`src/hw/rtl/ipg_pkg.sv`:
```
// ----------------------------------------------------------------------------
// ipg_pkg: shared types and constants of the PPS interval pulse generator
// Output indexes, timing constants and the precomputed request record that
// passes from the prep stage to the core stage.
// ----------------------------------------------------------------------------
`default_nettype none

package ipg_pkg;

  // Output slots, in the order of the level vector
  localparam int unsigned NUM_OUT    = 5;
  localparam int unsigned IDX_HALF   = 0;
  localparam int unsigned IDX_ONE    = 1;
  localparam int unsigned IDX_SIX    = 2;
  localparam int unsigned IDX_THIRTY = 3;
  localparam int unsigned IDX_SIXTY  = 4;

  // Field widths
  localparam int unsigned TIME_W  = 32;
  localparam int unsigned COUNT_W = 32;
  localparam int unsigned WIDTH_W = 12;

  // Pulse width in microseconds: 4095 ms * 1000 fits in 22 bits
  localparam int unsigned PW_US_W   = 22;
  localparam int unsigned US_PER_MS = 1000;
  localparam int unsigned PW_RESET_MS = 100;
  localparam logic [PW_US_W-1:0] PW_US_RESET = PW_US_W'(PW_RESET_MS * US_PER_MS);

  // Delay from the PPS edge to the mid-second pulse
  localparam logic [TIME_W-1:0] MID_DELAY_US = TIME_W'(500000);

  // Request after the prep stage: item-only terms already worked out
  typedef struct packed {
    logic [TIME_W-1:0]  now_us;
    logic [COUNT_W-1:0] pps_total;
    logic               mid_elapsed;  // edge valid and 500 ms gone by
    logic               div6;
    logic               div30;
    logic               div60;
    logic [TIME_W-1:0]  new_dl;       // now + width, mod 2^32
    logic               new_drop;     // a pulse raised now ends at once
  } prep_t;

  typedef logic [NUM_OUT-1:0] level_t;

endpackage : ipg_pkg

`default_nettype wire

```
`src/hw/rtl/ipg_prep.sv`:
```
// ----------------------------------------------------------------------------
// ipg_prep: input register stage
// Takes one request and registers it with its divisibility flags, the
// mid-second elapsed test and the off time a raise in this request would get.
// ----------------------------------------------------------------------------
`default_nettype none

module ipg_prep (
  input  wire logic                               clk,
  input  wire logic                               rst_n,
  input  wire logic                               in_valid,
  output logic                                    in_ready,
  input  wire logic [ipg_pkg::TIME_W-1:0]         now_us,
  input  wire logic [ipg_pkg::COUNT_W-1:0]        pps_total,
  input  wire logic                               last_edge_valid,
  input  wire logic [ipg_pkg::TIME_W-1:0]         last_edge_us,
  input  wire logic [ipg_pkg::PW_US_W-1:0]        pw_us,
  output logic                                    prep_valid,
  input  wire logic                               prep_ready,
  output ipg_pkg::prep_t                          prep
);

  // Residue mod 15: 16 = 1 mod 15, so the nibble sum keeps the residue
  function automatic logic [3:0] mod15(input logic [31:0] v);
    logic [6:0] s;
    logic [4:0] f;
    s = '0;
    for (int i = 0; i < 8; i++) begin
      s = s + 7'(v[4*i +: 4]);
    end
    f = 5'(s[6:4]) + 5'(s[3:0]);
    if (f >= 5'd15) begin
      f = f - 5'd15;
    end
    return f[3:0];
  endfunction

  logic                         valid_r;
  ipg_pkg::prep_t               prep_r;
  ipg_pkg::prep_t               prep_nxt;
  logic [3:0]                   r15;
  logic                         div3;
  logic [ipg_pkg::TIME_W-1:0]   elapsed;

  assign in_ready   = !valid_r || prep_ready;
  assign prep_valid = valid_r;
  assign prep       = prep_r;

  // Item-only terms
  always_comb begin
    r15     = mod15(pps_total);
    div3    = (r15 == 4'd0) || (r15 == 4'd3) || (r15 == 4'd6) ||
              (r15 == 4'd9) || (r15 == 4'd12);
    elapsed = now_us - last_edge_us;

    prep_nxt.now_us      = now_us;
    prep_nxt.pps_total   = pps_total;
    prep_nxt.mid_elapsed = last_edge_valid && (elapsed >= ipg_pkg::MID_DELAY_US);
    prep_nxt.div6        = !pps_total[0] && div3;
    prep_nxt.div30       = !pps_total[0] && (r15 == 4'd0);
    prep_nxt.div60       = (pps_total[1:0] == 2'b00) && (r15 == 4'd0);
    prep_nxt.new_dl      = now_us + ipg_pkg::TIME_W'(pw_us);
    prep_nxt.new_drop    = (prep_nxt.new_dl != '0) && (now_us >= prep_nxt.new_dl);
  end

  // Stage valid
  always_ff @(posedge clk) begin
    if (!rst_n) begin
      valid_r <= 1'b0;
    end else if (in_ready) begin
      valid_r <= in_valid;
    end
  end

  // Stage payload
  always_ff @(posedge clk) begin
    if (in_valid && in_ready) begin
      prep_r <= prep_nxt;
    end
  end

endmodule : ipg_prep

`default_nettype wire

```
`src/hw/rtl/ipg_core.sv`:
```
// ----------------------------------------------------------------------------
// ipg_core: pulse state and result register
// Detects a PPS count change, raises and drops the five outputs against their
// off times and holds the output levels as the result register.
// ----------------------------------------------------------------------------
`default_nettype none

module ipg_core (
  input  wire logic             clk,
  input  wire logic             rst_n,
  input  wire logic             prep_valid,
  output logic                  prep_ready,
  input  wire ipg_pkg::prep_t   prep,
  output logic                  out_valid,
  input  wire logic             out_ready,
  output ipg_pkg::level_t       levels
);

  logic                         out_valid_r;
  logic [ipg_pkg::COUNT_W-1:0]  seen_r;
  logic                         mid_done_r;
  logic [ipg_pkg::TIME_W-1:0]   dl_r [ipg_pkg::NUM_OUT];
  ipg_pkg::level_t              lvl_r;

  logic [ipg_pkg::TIME_W-1:0]   dl_nxt [ipg_pkg::NUM_OUT];
  ipg_pkg::level_t              lvl_nxt;
  ipg_pkg::level_t              raise;
  logic                         chg;
  logic                         mid_fire;
  logic                         mid_done_nxt;
  logic                         drop;
  logic                         advance;

  assign prep_ready = !out_valid_r || out_ready;
  assign advance    = prep_valid && prep_ready;
  assign out_valid  = out_valid_r;
  assign levels     = lvl_r;

  // Raise requests for this item
  always_comb begin
    chg          = (prep.pps_total != seen_r);
    mid_fire     = (!mid_done_r || chg) && prep.mid_elapsed;
    mid_done_nxt = mid_fire || (mid_done_r && !chg);

    raise                      = '0;
    raise[ipg_pkg::IDX_HALF]   = chg || mid_fire;
    raise[ipg_pkg::IDX_ONE]    = chg;
    raise[ipg_pkg::IDX_SIX]    = chg && prep.div6;
    raise[ipg_pkg::IDX_THIRTY] = chg && prep.div30;
    raise[ipg_pkg::IDX_SIXTY]  = chg && prep.div60;
  end

  // Per output: raise, then off check
  always_comb begin
    for (int i = 0; i < ipg_pkg::NUM_OUT; i++) begin
      drop = 1'b0;
      if (raise[i]) begin
        dl_nxt[i]  = prep.new_dl;
        lvl_nxt[i] = 1'b1;
        drop       = prep.new_drop;
      end else begin
        dl_nxt[i]  = dl_r[i];
        lvl_nxt[i] = lvl_r[i];
        drop       = (dl_r[i] != '0) && (prep.now_us >= dl_r[i]);
      end
      if (drop) begin
        dl_nxt[i]  = '0;
        lvl_nxt[i] = 1'b0;
      end
    end
  end

  // State and result register
  always_ff @(posedge clk) begin
    if (!rst_n) begin
      out_valid_r <= 1'b0;
      seen_r      <= '0;
      mid_done_r  <= 1'b0;
      lvl_r       <= '0;
      for (int i = 0; i < ipg_pkg::NUM_OUT; i++) begin
        dl_r[i] <= '0;
      end
    end else begin
      if (prep_ready) begin
        out_valid_r <= prep_valid;
      end
      if (advance) begin
        seen_r     <= prep.pps_total;
        mid_done_r <= mid_done_nxt;
        lvl_r      <= lvl_nxt;
        for (int i = 0; i < ipg_pkg::NUM_OUT; i++) begin
          dl_r[i] <= dl_nxt[i];
        end
      end
    end
  end

endmodule : ipg_core

`default_nettype wire

```
`src/hw/rtl/pps_interval_pulse_generator.sv`:
```
// ----------------------------------------------------------------------------
// pps_interval_pulse_generator: PPS-locked interval pulse outputs
// Per polling tick, raises the 0.5 s, 1 s, 6 s, 30 s and 60 s outputs from
// the PPS count and the last edge time and drops them after the pulse width.
//
//   channel  handshake             payload
//   in       in_valid / in_ready   now_us, pps_total, last_edge_valid, last_edge_us
//   out      out_valid / out_ready pulse_half_sec .. pulse_sixty_sec
//   cfg      cfg_wr_en             pulse_len_ms (no wait, no read-back)
//
// One request per cycle while out_ready holds; a request passes the prep register, then the result register.
// The count/deadline state update closes within the core stage.
// Synchronous active-low reset clears state, levels and sets width to 100 ms.
// A stalled result holds the core; the prep stage still takes one request.
// ----------------------------------------------------------------------------
`default_nettype none

module pps_interval_pulse_generator (
  input  wire logic                         clk,
  input  wire logic                         rst_n,
  input  wire logic                         in_valid,
  output logic                              in_ready,
  input  wire logic [ipg_pkg::TIME_W-1:0]   in_now_us,
  input  wire logic [ipg_pkg::COUNT_W-1:0]  in_pps_total,
  input  wire logic                         in_last_edge_valid,
  input  wire logic [ipg_pkg::TIME_W-1:0]   in_last_edge_us,
  output logic                              out_valid,
  input  wire logic                         out_ready,
  output logic                              out_pulse_half_sec,
  output logic                              out_pulse_one_sec,
  output logic                              out_pulse_six_sec,
  output logic                              out_pulse_thirty_sec,
  output logic                              out_pulse_sixty_sec,
  input  wire logic                         cfg_wr_en,
  input  wire logic [ipg_pkg::WIDTH_W-1:0]  cfg_pulse_len_ms
);

  logic [ipg_pkg::PW_US_W-1:0]  pw_us_r;
  logic [ipg_pkg::PW_US_W-1:0]  pw_us_nxt;
  logic                         prep_valid;
  logic                         prep_ready;
  ipg_pkg::prep_t               prep;
  ipg_pkg::level_t              levels;

  // Width register, kept in microseconds
  assign pw_us_nxt = ipg_pkg::PW_US_W'(cfg_pulse_len_ms) *
                     ipg_pkg::PW_US_W'(ipg_pkg::US_PER_MS);

  always_ff @(posedge clk) begin
    if (!rst_n) begin
      pw_us_r <= ipg_pkg::PW_US_RESET;
    end else if (cfg_wr_en) begin
      pw_us_r <= pw_us_nxt;
    end
  end

  ipg_prep u_prep (
    .clk             (clk),
    .rst_n           (rst_n),
    .in_valid        (in_valid),
    .in_ready        (in_ready),
    .now_us          (in_now_us),
    .pps_total       (in_pps_total),
    .last_edge_valid (in_last_edge_valid),
    .last_edge_us    (in_last_edge_us),
    .pw_us           (pw_us_r),
    .prep_valid      (prep_valid),
    .prep_ready      (prep_ready),
    .prep            (prep)
  );

  ipg_core u_core (
    .clk        (clk),
    .rst_n      (rst_n),
    .prep_valid (prep_valid),
    .prep_ready (prep_ready),
    .prep       (prep),
    .out_valid  (out_valid),
    .out_ready  (out_ready),
    .levels     (levels)
  );

  assign out_pulse_half_sec   = levels[ipg_pkg::IDX_HALF];
  assign out_pulse_one_sec    = levels[ipg_pkg::IDX_ONE];
  assign out_pulse_six_sec    = levels[ipg_pkg::IDX_SIX];
  assign out_pulse_thirty_sec = levels[ipg_pkg::IDX_THIRTY];
  assign out_pulse_sixty_sec  = levels[ipg_pkg::IDX_SIXTY];

  // An empty result slot never blocks the input
  a_ready_when_empty: assert property (@(posedge clk) disable iff (!rst_n)
    !out_valid |-> in_ready)
    else $error("in_ready low with empty result slot");

  // An accepted request lands in the prep stage
  a_accept_to_prep: assert property (@(posedge clk) disable iff (!rst_n)
    (in_valid && in_ready) |=> prep_valid)
    else $error("accepted request lost before prep stage");

  // Levels move only when a request enters the result register
  a_levels_hold: assert property (@(posedge clk) disable iff (!rst_n)
    !(prep_valid && prep_ready) |=> $stable(levels))
    else $error("output levels changed without a request");

endmodule : pps_interval_pulse_generator

`default_nettype wire
```
`config.mk`:
```
export PLATFORM = sky130hd
export DESIGN_NAME = pps_interval_pulse_generator
export DESIGN_NICKNAME = d
export VERILOG_FILES = /design/src/hw/rtl/ipg_pkg.sv /design/src/hw/rtl/ipg_prep.sv /design/src/hw/rtl/ipg_core.sv /design/src/hw/rtl/pps_interval_pulse_generator.sv
export SDC_FILE = /design/constraint.sdc
export NUM_CORES = 1
export LEC_CHECK = 0
export BUFFER_PORTS_ARGS = -buffer_cell sky130_fd_sc_hd__buf_2
export CAP_MARGIN = 40
export CORE_MARGIN = 8
export CORE_UTILIZATION = 30
export DETAILED_ROUTE_END_ITERATION = 10
export SLEW_MARGIN = 20
export SYNTH_ARGS = -nofsm -noshare
export SYNTH_HDL_FRONTEND = slang
export SYNTH_SLANG_ARGS = --single-unit
```
`constraint.sdc`:
```
create_clock -name clk -period 7.4 [get_ports clk]
set_input_delay 0.74 -clock clk [delete_from_list [all_inputs] [get_ports clk]]
set_output_delay 0.74 -clock clk [all_outputs]
set_load 0.02 [all_outputs]
```
Yosys cells after proc, flatten, opt, wreduce, memory -nomap -nowiden
Memories as Yosys holds them, arrays and structs flattened. Cells that the tools add are included.

Register bits: 160. RAM bits: 160. Input bits: 114. Logic and storage cells: 133. Memories kept: 1.

Add/subtract/negate cells: 11. Multipliers: 1. Order comparisons: 8. Equality and inequality tests: 5. Muxes and demuxes: 35. Bitwise gates (word level): 5. Reductions and logical operators: 49.

Memory list: u_core.dl_r (words 5, bits a word 32, read ports 5, clocked after memory_dff 0, write ports 5, RTL line ipg_core.sv:22) `logic [ipg_pkg::TIME_W-1:0] dl_r [ipg_pkg::NUM_OUT];`.

Operators with widths (count): $mux W32 (15); $ge A32 B32 Y1 (6); $reduce_bool A32 Y1 (6); $add A7 B4 Y7 (6); $add A32 B22 Y32 (1); $ge A32 B19 Y1 const B (1); $ne A32 B32 Y1 (1); $sub A32 B32 Y32 (1); $mul A12 B7 Y19 const B (1); $mux W1 (19); $logic_and A1 B1 Y1 (17); $reduce_and A2 Y1 (5); $reduce_bool A2 Y1 (5); $logic_or A1 B1 Y1 (9); $eq A4 B4 Y1 const B (2); $add A3 B4 Y5 (1); $add A4 B4 Y5 (1); $ge A5 B4 Y1 const B (1); $logic_not A1 Y1 (5); $or A1 B1 Y1 (5); $eq A4 B2 Y1 const B (1); $eq A4 B3 Y1 const B (1); $logic_not A4 Y1 (1); $mux W4 (1); 2 further kinds (2).

Logic depth before layout (Yosys ltp)
Gate-level depths: netlist of run 1.

Word-level depth: 16. Depth in mapped cells: 26. Depth with buffers taken out: 26.

Cells and area by module
A second synthesis of run 1 with hierarchy kept.

Cell total of the unflattened synthesis: 2422. Area, all modules: 23293.6 um^2.

Modules (own cells, without submodules): ipg_core (instances 1, cells each 1301, area each 12226.7 um^2); ipg_prep (instances 1, cells each 822, area each 8261.7 um^2); pps_interval_pulse_generator (instances 1, cells each 299, area each 2805.2 um^2).

Least setup slack after synthesis of run 1
OpenSTA, ideal clock, no wires.

Path type: input port to flip-flop. From: in in_pps_total[0] (netlist name). To: reg u_prep.prep_r, in the netlist u_prep.prep[35], data pin. Library setup time: 0.258 ns. Arrival: 6.276 ns. Required time: 7.142 ns. Setup slack: 0.866 ns. Stages: 23. Path buffers: 0. Cells stage by stage: ha_1 fa_1 xor2_1 fa_1 inv_1 fa_1 fa_1 fa_1 inv_1 fa_1 a21o_1 a21oi_1 xnor2_1 fa_1 nor2b_1 or2_2 a22oi_1 o21bai_1 a21oi_1 mux2i_1 xnor2_1 nand2_1 a21oi_1.

RTL lines: from (decl) (RTL line pps_interval_pulse_generator.sv:24) `input wire logic [ipg_pkg::COUNT_W-1:0] in_pps_total,`; to (signal assigned) (RTL line ipg_prep.sv:78) `prep_r <= prep_nxt;`; to (decl) (RTL line ipg_prep.sv:39) `ipg_pkg::prep_t prep_r;`.

==> flow_summary.toml, run 1 <==
[grt]
grt_overflow_total = 0
groute.usage.overall = 0.141
grt_pass1_wl_mm = 92.6
grt_max_degree = 70
grt_antenna_before_repair = 2
grt_pass1_vias = 16400

[sta]
period_share = 0.885
worst_slack_ns = 0.854
whs_ns = 0.412
hold_viol = 0
clock_skew_ns = 0.0268
rsz0062_at_grt = "false"
drv_slew = 0
fin_crit_ns = 6.55
setup-violations-final = 0
timing.setup.tns_ns = 0
slew_headroom = 0.421
worstMarginPinSlew_ns = 0.854
fmaxAchievable_mhz = 153

[finish]
nets = 2852
layout-drive-gt1-share = 0.0915
final_area_mm2 = 0.0254
syn2layout_area_growth_pct = 13.5

[cts]
post_cts_buffers = 0
cts.hold.buffers_added = 0
cts_buffers = 35
cts.sinks = 317
cts.path.max_buffers = 3
clk_pin_slew_ns = 0.06
cts_resized = 0
cts_root_buf = "clkbuf_16"
clk_latency_ns = 0.53
htreeDepth = 2
cts_tree = "built"

[die]
die_w_um = 289
core_area_mm2 = 0.0741
dieArea_mm2 = 0.0835
ioPinCount = 121
start_util = 0.302
rows = 100
die_h_um = 289

[synth]
synth-main-ff-cell = "edfxtp_1"
synth_edf_count = 258
synth_common_cells = "ha_1, inv_1, edfxtp_1"
synth_cells = 2261
syn_area_per_cell_um2 = 9.88
ys_seq_elements = 317
synth.most_common_cell = "ha_1"
synth_warnings = 0
ys_seq_area_frac = 0.400
syn_nets = 2733
synthArstFlopShare = 0
synth_area_mm2 = 0.0223
yosys.area.top_type = "edfxtp_1"
synth_top_cells_by_area = "edfxtp_1, ha_1, fa_1, dfxtp_1, inv_1"
synth_top_area_frac = 0.347
synth_cell_types = 75

[critical_path]
critPathBufInv = 3
crit_type = "input pin to flip-flop"
crit_fanout = 5
crit_arrival_ns = 6.92
cp_top_family = "adder cells"
crit_path_max_incr_delay_ns = 0.53
cp-start-kind = "input pin"
crit_path_frequent_cell = "fa_1"
critical_path.slowest_cell = "fa_1"
cp.required_ns = 7.77
end_kind = "flip-flop"

[power]
irDropWorstVdd_v = 0.000406
power_density_mw_per_mm2 = 311
leakagePower_nw = 11.0
p_total_mw = 7.89

[detailed_routing]
wl_per_cell_um = 17.8
drc = 0
drt_iter0_drc = 1092
drt-pass1-iter-count = 6
drt_wl_total_mm = 60.0
ant_nets = 0
dr_total_vias = 16600
viasPerCell = 4.91

[placed_design]
place_worst_setup_slack_ns = 0.347
gp_congestion = 0.853
place_area_mm2 = 0.0242
port_buffers = 120
hpwl_mm = 47.8

[min_path]
hold_class = "input pin to flip-flop"

[status]
status = "finished clean"

[flow_run]
cap_viol_max_count = 0
-- path summary, 6_finish.rpt --
path	to	cells past startpoint	from	slack, ns
hold reg to reg	u_core.seen_r[15]	2	u_core.seen_r[15]	0.47
hold / removal	u_prep.prep[45]	1	in_pps_total[8]	0.41
setup / recovery	u_prep.prep[35]	25	in_pps_total[0]	0.85
setup reg to reg	u_prep.prep[0]	19	pw_us_r[4]	1.61
-- worst register-to-register path, cell delays in order (launching register included) --
cell and delay (ns):
dfxtp_1 0.41, ha_1 0.26, a21oi_1 0.21, o211ai_1 0.20
o21ai_0 0.31, a41oi_1 0.24, o41ai_1 0.39, o21ai_0 0.15
a21oi_1 0.26, nor2_1 0.08, a211oi_1 0.56, nor2_1 0.09
ha_1 0.35, nor4_1 0.75, nand4_1 0.15, nor4_1 0.20
nand3_1 0.12, or4_1 0.44, nor4_1 0.19, a41oi_1 0.16
-- cell type report --
type | count | area [µm²]
clock buffer | 47 | 973
fill | 7589 | 48700
tap | 969 | 1210
antenna | 1 | 2.50
sequential | 317 | 8930
multi-input combinational | 1595 | 12200
clock inverter | 14 | 154
timing repair buffer | 137 | 810
inverter | 294 | 1100
-- sequential cells by signal, indices dropped and copies added, names as in the netlist --
register and count:
u_core.seen_r 32, u_prep.prep_valid 1, u_core.out_valid 1, pw_us_r 19
u_core.mid_done_r 1, u_core.levels 5, u_core.dl_r 160, u_prep.prep 98
-- placed cells by master, fill, tap and decap left out, types with 12 or more instances in the layout --
master     netlist  routed
edfxtp_1       258     258
buf_2            0     120
nor2b_1         22      21
nor3_1          29      29
mux2i_1         21      18
o21ai_0         51      51
o21a_1          12      12
nand4_1         54      54
and2_1          36      35
and3_1          13      13
o211ai_1        16      16
xnor2_1         74      74
nand3_1         31      31
nand2_1        183     183
nand2b_1        19      19
nor4_1          51      51
xor2_1          19      19
a21oi_1        127     126
nor2_1         225     224
ha_1           298     298
a21o_1          95      95
clkbuf_16        0      37
inv_1          294     293
a211oi_1        23      23
fa_1            60      60
dfxtp_1         59      59
-- logic make-up after synthesis --
| kind of cell | count (synthesis) | share of synthesized area |
|---|---|---|
| compound gates | 424 | 0.127 |
| xor+xnor | 93 | 0.0364 |
| fa+ha+maj | 358 | 0.221 |
| buf+inv | 349 | 0.0591 |
| flops | 317 | 0.400 |
| mux | 22 | 0.00991 |
| simple gates | 698 | 0.148 |
-- report_power, final --
group	switching, mW	leakage [nW]	internal, mW
Sequential	0.172	3.12	2.25
Clock	0.710	0.548	1.03
Combinational	2.13	7.34	1.60
Total	3.02	11.0	4.87
-- per-layer routing --
layer  share of wire  vias up  routed length, µm  global-route usage
li1                -     8235                  -                   -
met4           0.038        2               2260              0.0546
met5         0.00020        -                 12                   0
met2            0.48      328              28800               0.242
met1            0.44     7895              26200               0.179
met3           0.046      100               2750              0.0208
-- stage by stage --
step / std cells / util
CTS: 3370 / 0.342
finish: 3374 / 0.342
detailed placement: 3309 / 0.327
global placement: 3306 / 0.326
floorplan: 2261 / -
global route: 3374 / 0.342
Note: power is estimated with default switching activity, not from simulation.
==> inputs of run 2 (changes only) <==
BUFFER_PORTS_ARGS = unset   (was -buffer_cell sky130_fd_sc_hd__buf_2)
CELL_PAD_IN_SITES_DETAIL_PLACEMENT = 1   (was unset)
CELL_PAD_IN_SITES_GLOBAL_PLACEMENT = 2   (was unset)
DONT_BUFFER_PORTS = 1   (was unset)
PLACE_DENSITY_LB_ADDON = 0.1   (was unset)
clock period = 7.9 ns   (was 7.4 ns; I/O delays follow)
==> run 2 against run 1 <==
Net effect: clock power is essentially flat; final cell count shrank 3.3%; wire length grew 21%; highest routed layer is now met4; critical path type unchanged; die area is the same; hold slack lost 0.097 ns; largest cell class unchanged; flip-flop and latch count is the same.
==> flow_summary.toml, run 2 (synthesis gave the netlist of run 1 again) <==
[cts]
htreeDepth = 2
cts.sinks = 317
cts_tree = "built"
cts.hold.buffers_added = 0
cts_resized = 0
cts_root_buf = "clkbuf_16"
clk_latency_ns = 0.56
clk_pin_slew_ns = 0.06
cts_buffers = 38
post_cts_buffers = 0
cts.path.max_buffers = 3

[critical_path]
critical_path.slowest_cell = "fa_1"
crit_fanout = 5
crit_arrival_ns = 6.86
path_cells = "ha_1 -> fa_1 -> xor2_1 -> fa_1 -> inv_1 -> fa_1 -> fa_1 -> fa_1 -> inv_1 -> fa_1 -> a21o_1 -> a21oi_1 -> xnor2_1 -> fa_1 -> nor2b_1 -> or2_2 -> a22oi_1 -> o21bai_1 -> a21oi_1 -> nor2_1 -> a31oi_1 -> nand3_1 -> nor3_1"
crit_type = "input pin to flip-flop"
cp_top_family = "adder cells"
cp-start-kind = "input pin"
cp.required_ns = 8.28
critPathBufInv = 2
end_kind = "flip-flop"
crit_path_max_incr_delay_ns = 0.52
crit_path_frequent_cell = "fa_1"

[status]
status = "finished clean"

[detailed_routing]
drt_iter0_drc = 689
wl_per_cell_um = 22.2
ant_nets = 0
viasPerCell = 5.04
drc = 0
dr_total_vias = 16500
drt_wl_total_mm = 72.4
drt-pass1-iter-count = 5

[finish]
largest_reg_flops = 160
regMostFlops = "u_core.dl_r"
layout_common_cells = "ha_1, inv_1, edfxtp_1"
nets = 2738
layout_commonest_cell = "ha_1"
diodes = 0
layout-drive-gt1-share = 0.0488
syn2layout_area_growth_pct = 11.1

[power]
net-switching-power_mw = 3.00
combPwrFrac = 0.470
netSwitchingFraction = 0.396
power.internal_mw = 4.58
power_density_mw_per_mm2 = 305
power_frac_clock = 0.229
pwr-share-seq = 0.301
leakagePower_nw = 10.6
irDropWorstVdd_v = 0.000434

[placed_design]
hpwl_mm = 58.7
port_buffers = 0
gp_congestion = 0.810

[sta]
slew_headroom = 0.488
setup-violations-final = 0
clock_skew_ns = 0.0266
timing.setup.tns_ns = 0
fin_crit_ns = 6.48
drv_slew = 0
fmaxAchievable_mhz = 154
rsz0062_at_grt = "false"
hold_viol = 0
period_share = 0.820
whs_ns = 0.315
worstMarginPinSlew_ns = 0.764

[grt]
grt_pass1_vias = 17500
grt_max_degree = 52
grt_antenna_before_repair = 0
grt_overflow_total = 0
groute.usage.overall = 0.172
grt_pass1_wl_mm = 109

[min_path]
hold_class = "input pin to flip-flop"

[die]
die_h_um = 289
die_w_um = 289
core_area_mm2 = 0.0741
start_util = 0.302
dieArea_mm2 = 0.0835
ioPinCount = 121
rows = 100

[flow_run]
cap_viol_max_count = 0
-- run 2: layer usage --
layer,vias up,global-route usage,part of all wire
li1,7982,-,-
met5,-,0,0
met3,74,0.0256,0.032
met2,191,0.301,0.49
met4,0,0.0419,0.022
met1,8206,0.222,0.46
-- run 2: power by group through the flow --
stage          Clock (mW)  Combinational [mW]  Sequential [mW]
3_3_place_gp            0                3.49             2.32
4_1_cts              1.80                3.62             2.29
5_1_grt              1.85                4.01             2.31
3_5_place_dp            0                3.60             2.33
6_report             1.73                3.56             2.28
2_1_floorplan           0                2.69             2.23
-- run 2: metrics by stage --
step / power, mW / cell area [µm²] / cells / worst slack [ns] / utilization
after CTS: 7.71 / 24800 / 3262 / 1.47 / 0.335
final: 7.58 / 24800 / 3263 / 1.42 / 0.335
after floorplan: 4.92 / 22300 / 2261 / 1.32 / -
after detailed placement: 5.92 / 23600 / 3194 / 0.889 / 0.319
after global placement: 5.81 / 23500 / 3188 / 1.02 / 0.318
after global routing: 8.17 / 24800 / 3263 / 1.16 / 0.335
-- run 2: worst reg2reg max path, cell delays in order, from the launching register on --
cell	delay, ns
dfxtp_1	0.39
ha_1	0.25
a21oi_1	0.21
o211ai_1	0.21
o21ai_0	0.35
a41oi_1	0.25
o41ai_1	0.43
o21ai_0	0.17
a21oi_1	0.26
nor2_1	0.08
a211oi_1	0.65
nor2_1	0.10
ha_1	0.39
nor4_1	0.68
nand4_1	0.16
nor4_1	0.20
nand3_1	0.15
or4_1	0.45
nor4_1	0.19
a41oi_1	0.15
-- run 2: final cells by class --
| class | instances | area [µm²] |
|---|---|---|
| fillers | 8345 | 49200 |
| clock buffers | 48 | 1010 |
| multi-input cells | 1595 | 12200 |
| clock inverters | 20 | 201 |
| flip-flops and latches | 317 | 8930 |
| inverters | 294 | 1100 |
| repair buffers | 20 | 166 |
| well taps | 969 | 1210 |
-- run 2: path summary, 6_finish.rpt --
check                    from                to  slack, ns  cells past startpoint
max           in_pps_total[0]   u_prep.prep[33]       1.42                     23
min                     rst_n        pw_us_r[5]       0.32                      1
max reg2reg        pw_us_r[4]    u_prep.prep[0]       1.92                     19
min reg2reg  u_core.seen_r[5]  u_core.seen_r[5]       0.47                      2
==> inputs of run 3 (changes only) <==
ABC_AREA = 1   (was unset)
clock period = 6 ns   (was 7.9 ns; I/O delays follow)
==> run 3 against run 2 <==
Net effect: synthesized area increased by 4.7%; sequential share of layout area decreased by 1.9 points; clock power increased by 43%; worst setup slack lost 1.1 ns; critical endpoint is now u_prep.prep[35]; largest power group unchanged.
==> flow_summary.toml, run 3 <==
[power]
power_frac_clock = 0.240
net-switching-power_mw = 4.16
irDropWorstVdd_v = 0.000445
netSwitchingFraction = 0.403
combPwrFrac = 0.480
leakagePower_nw = 12.6
power.internal_mw = 6.17
power_density_mw_per_mm2 = 394
pwr-share-seq = 0.280
p_total_mw = 10.3

[synth]
synth-main-ff-cell = "edfxtp_1"
synth_area_mm2 = 0.0234
yosys.area_share.simple = 0.221
syn_area_per_cell_um2 = 8.16
ys_seq_elements = 317
synth_common_cells = "nand2_1, inv_1, nor2_1"
synth.most_common_cell = "nand2_1"
synth_compound_area_frac = 0.0690
synth_top_family_by_area = "simple AND/OR/NAND/NOR gates"
synth_cell_types = 41
syn_nets = 3342
synth_mux_area_frac = 0
synth_edf_count = 258
synth-xor-area-share = 0.0217
yosys.area.top_type = "edfxtp_1"
synth_top_cells_by_area = "edfxtp_1, ha_1, nand2_1, inv_1, nor2_1"
synth_warnings = 0
synth_top_area_frac = 0.331
synthArstFlopShare = 0
synth_adder_area_share = 0.211
synth_cells = 2870
ys_seq_area_frac = 0.381

[detailed_routing]
drt_wl_total_mm = 76.1
drc = 0
ant_nets = 0
drt-pass1-iter-count = 5
viasPerCell = 4.70
dr_total_vias = 18800
drt_iter0_drc = 619
wl_per_cell_um = 19.1

[die]
die_w_um = 295
rows = 102
start_util = 0.303
die_h_um = 295
dieArea_mm2 = 0.0872
ioPinCount = 121
core_area_mm2 = 0.0773

[cts]
cts.path.max_buffers = 3
cts_buffers = 43
clk_latency_ns = 0.57
cts.sinks = 317
cts_root_buf = "clkbuf_16"
htreeDepth = 2
cts.hold.buffers_added = 0
clk_pin_slew_ns = 0.06
cts_tree = "built"

[grt]
grt_max_degree = 66
grt_pass1_wl_mm = 117
grt_antenna_before_repair = 1
grt_overflow_total = 0
groute.usage.overall = 0.173
grt_pass1_vias = 20000

[sta]
slew_headroom = 0.475
drv_slew = 0
rsz0062_at_grt = "false"
clock_skew_ns = 0.0314
setup-violations-final = 0
period_share = 0.949
fmaxAchievable_mhz = 176
fin_crit_ns = 5.69
hold_viol = 0
timing.setup.tns_ns = 0
worstMarginPinSlew_ns = 0.788

[flow_run]
cap_viol_max_count = 0

[critical_path]
cp.required_ns = 6.34
crit_arrival_ns = 6.03
crit_fanout = 4
end_kind = "flip-flop"
crit_type = "input pin to flip-flop"
cp-start-kind = "input pin"

[finish]
nFillCells = 9361
regMostFlops = "u_core.dl_r"
layout_commonest_cell = "nand2_1"
syn2layout_area_growth_pct = 12.0
largest_reg_flops = 160
layout-drive-gt1-share = 0.0403
final_util = 0.339
final_area_mm2 = 0.0262
layout_common_cells = "nand2_1, inv_1, nor2_1"
fin_cells = 3990
nets = 3388
diodes = 0

[placed_design]
hpwl_mm = 63.2
gp_congestion = 0.834
port_buffers = 0
dp_cells = 3910
place_area_mm2 = 0.0248

[min_path]
hold_class = "input pin to flip-flop"

[status]
status = "finished clean"
[run 3: cell types whose count changed in the layout (fill, tap and decap cells not counted), moves of 26 or more]
cell	change
nand3_1	+68
and2_1	-33
xnor2_1	-55
nor4_1	-26
nand2_1	+418
a21o_1	-93
o21ai_0	+37
a21oi_1	+40
nor2_1	+165
inv_1	+261
[run 3: timing repair]
action	4_1_cts	5_1_grt
endpoints found under the setup margin	0	3
resized for setup	0	7
setup buffers	0	1
endpoints found under the hold margin	0	0
[run 3: kinds of logic after synthesis]
kind of cell	after synthesis
AND/OR/NAND/NOR	1246
buffers and inverters	589
adder cells (fa/ha/maj)	358
flip-flops	317
AO/OA/AOI/OAI	302
XOR/XNOR	58
[run 3: final timing paths]
| kind | from | end | slack, ns | cells after the start |
|---|---|---|---|---|
| max | in_pps_total[2] | u_prep.prep[35] | 0.31 | 27 |
| min reg2reg | u_core.seen_r[15] | u_core.seen_r[15] | 0.47 | 2 |
| min | in_pps_total[6] | u_prep.prep[43] | 0.12 | 0 |
| max reg2reg | pw_us_r[15] | u_prep.prep[0] | 1.75 | 24 |
[run 3: stage by stage]
stage | worst slack (ns) | hold WS (ns)
floorplan | 0.00137 | 0.433
global placement | -0.283 | 0.451
detailed placement | -0.368 | 0.466
CTS | 0.254 | 0.0650
global route | 0.00162 | 0.0774
finish | 0.309 | 0.115
[run 3: layout make-up]
type                            count  area [µm²]  share of cell area
Multi-Input combinational cell   1964       12300               0.468
Sequential cell                   317        8930               0.340
Inverter                          557        2090              0.0798
Tap cell                         1040        1300              0.0496
Clock buffer                       55        1130              0.0431
Timing Repair Buffer               33         289              0.0110
Clock inverter                     24         219             0.00835
[run 3: worst max-delay path: stages]
cell     delay (ns)
ha_1           0.34
a21oi_2        0.14
nand2_1        0.07
xor2_1         0.16
fa_1           0.48
inv_1          0.05
fa_1           0.50
fa_1           0.51
fa_1           0.51
inv_1          0.04
ha_1           0.31
a21oi_2        0.14
inv_1          0.07
a31oi_4        0.16
xor2_1         0.18
ha_1           0.23
fa_1           0.46
ha_1           0.24
nand3_1        0.15
nand3_2        0.13
nand2_1        0.08
o21ai_1        0.08
nand2_1        0.09
inv_2          0.04
buf_4          0.12
nand2_2        0.07
nand2_1        0.05
[run 3: metal layers]
layer / global-route usage / vias to the layer above / wire [µm]
met5: 0 / - / 0
met3: 0.0280 / 97 / 2550
li1: - / 9400 / -
met2: 0.304 / 202 / 36700
met4: 0.0407 / 0 / 1610
met1: 0.222 / 9065 / 35200
[run 3: power groups by stage]
stage / sequential [mW] / combinational, mW / clock (mW)
finish: 2.89 / 4.96 / 2.48
global route: 2.93 / 5.70 / 2.63
CTS: 2.91 / 4.91 / 2.56
detailed placement: 2.95 / 4.88 / 0
global placement: 2.94 / 4.70 / 0
floorplan: 2.85 / 3.37 / 0
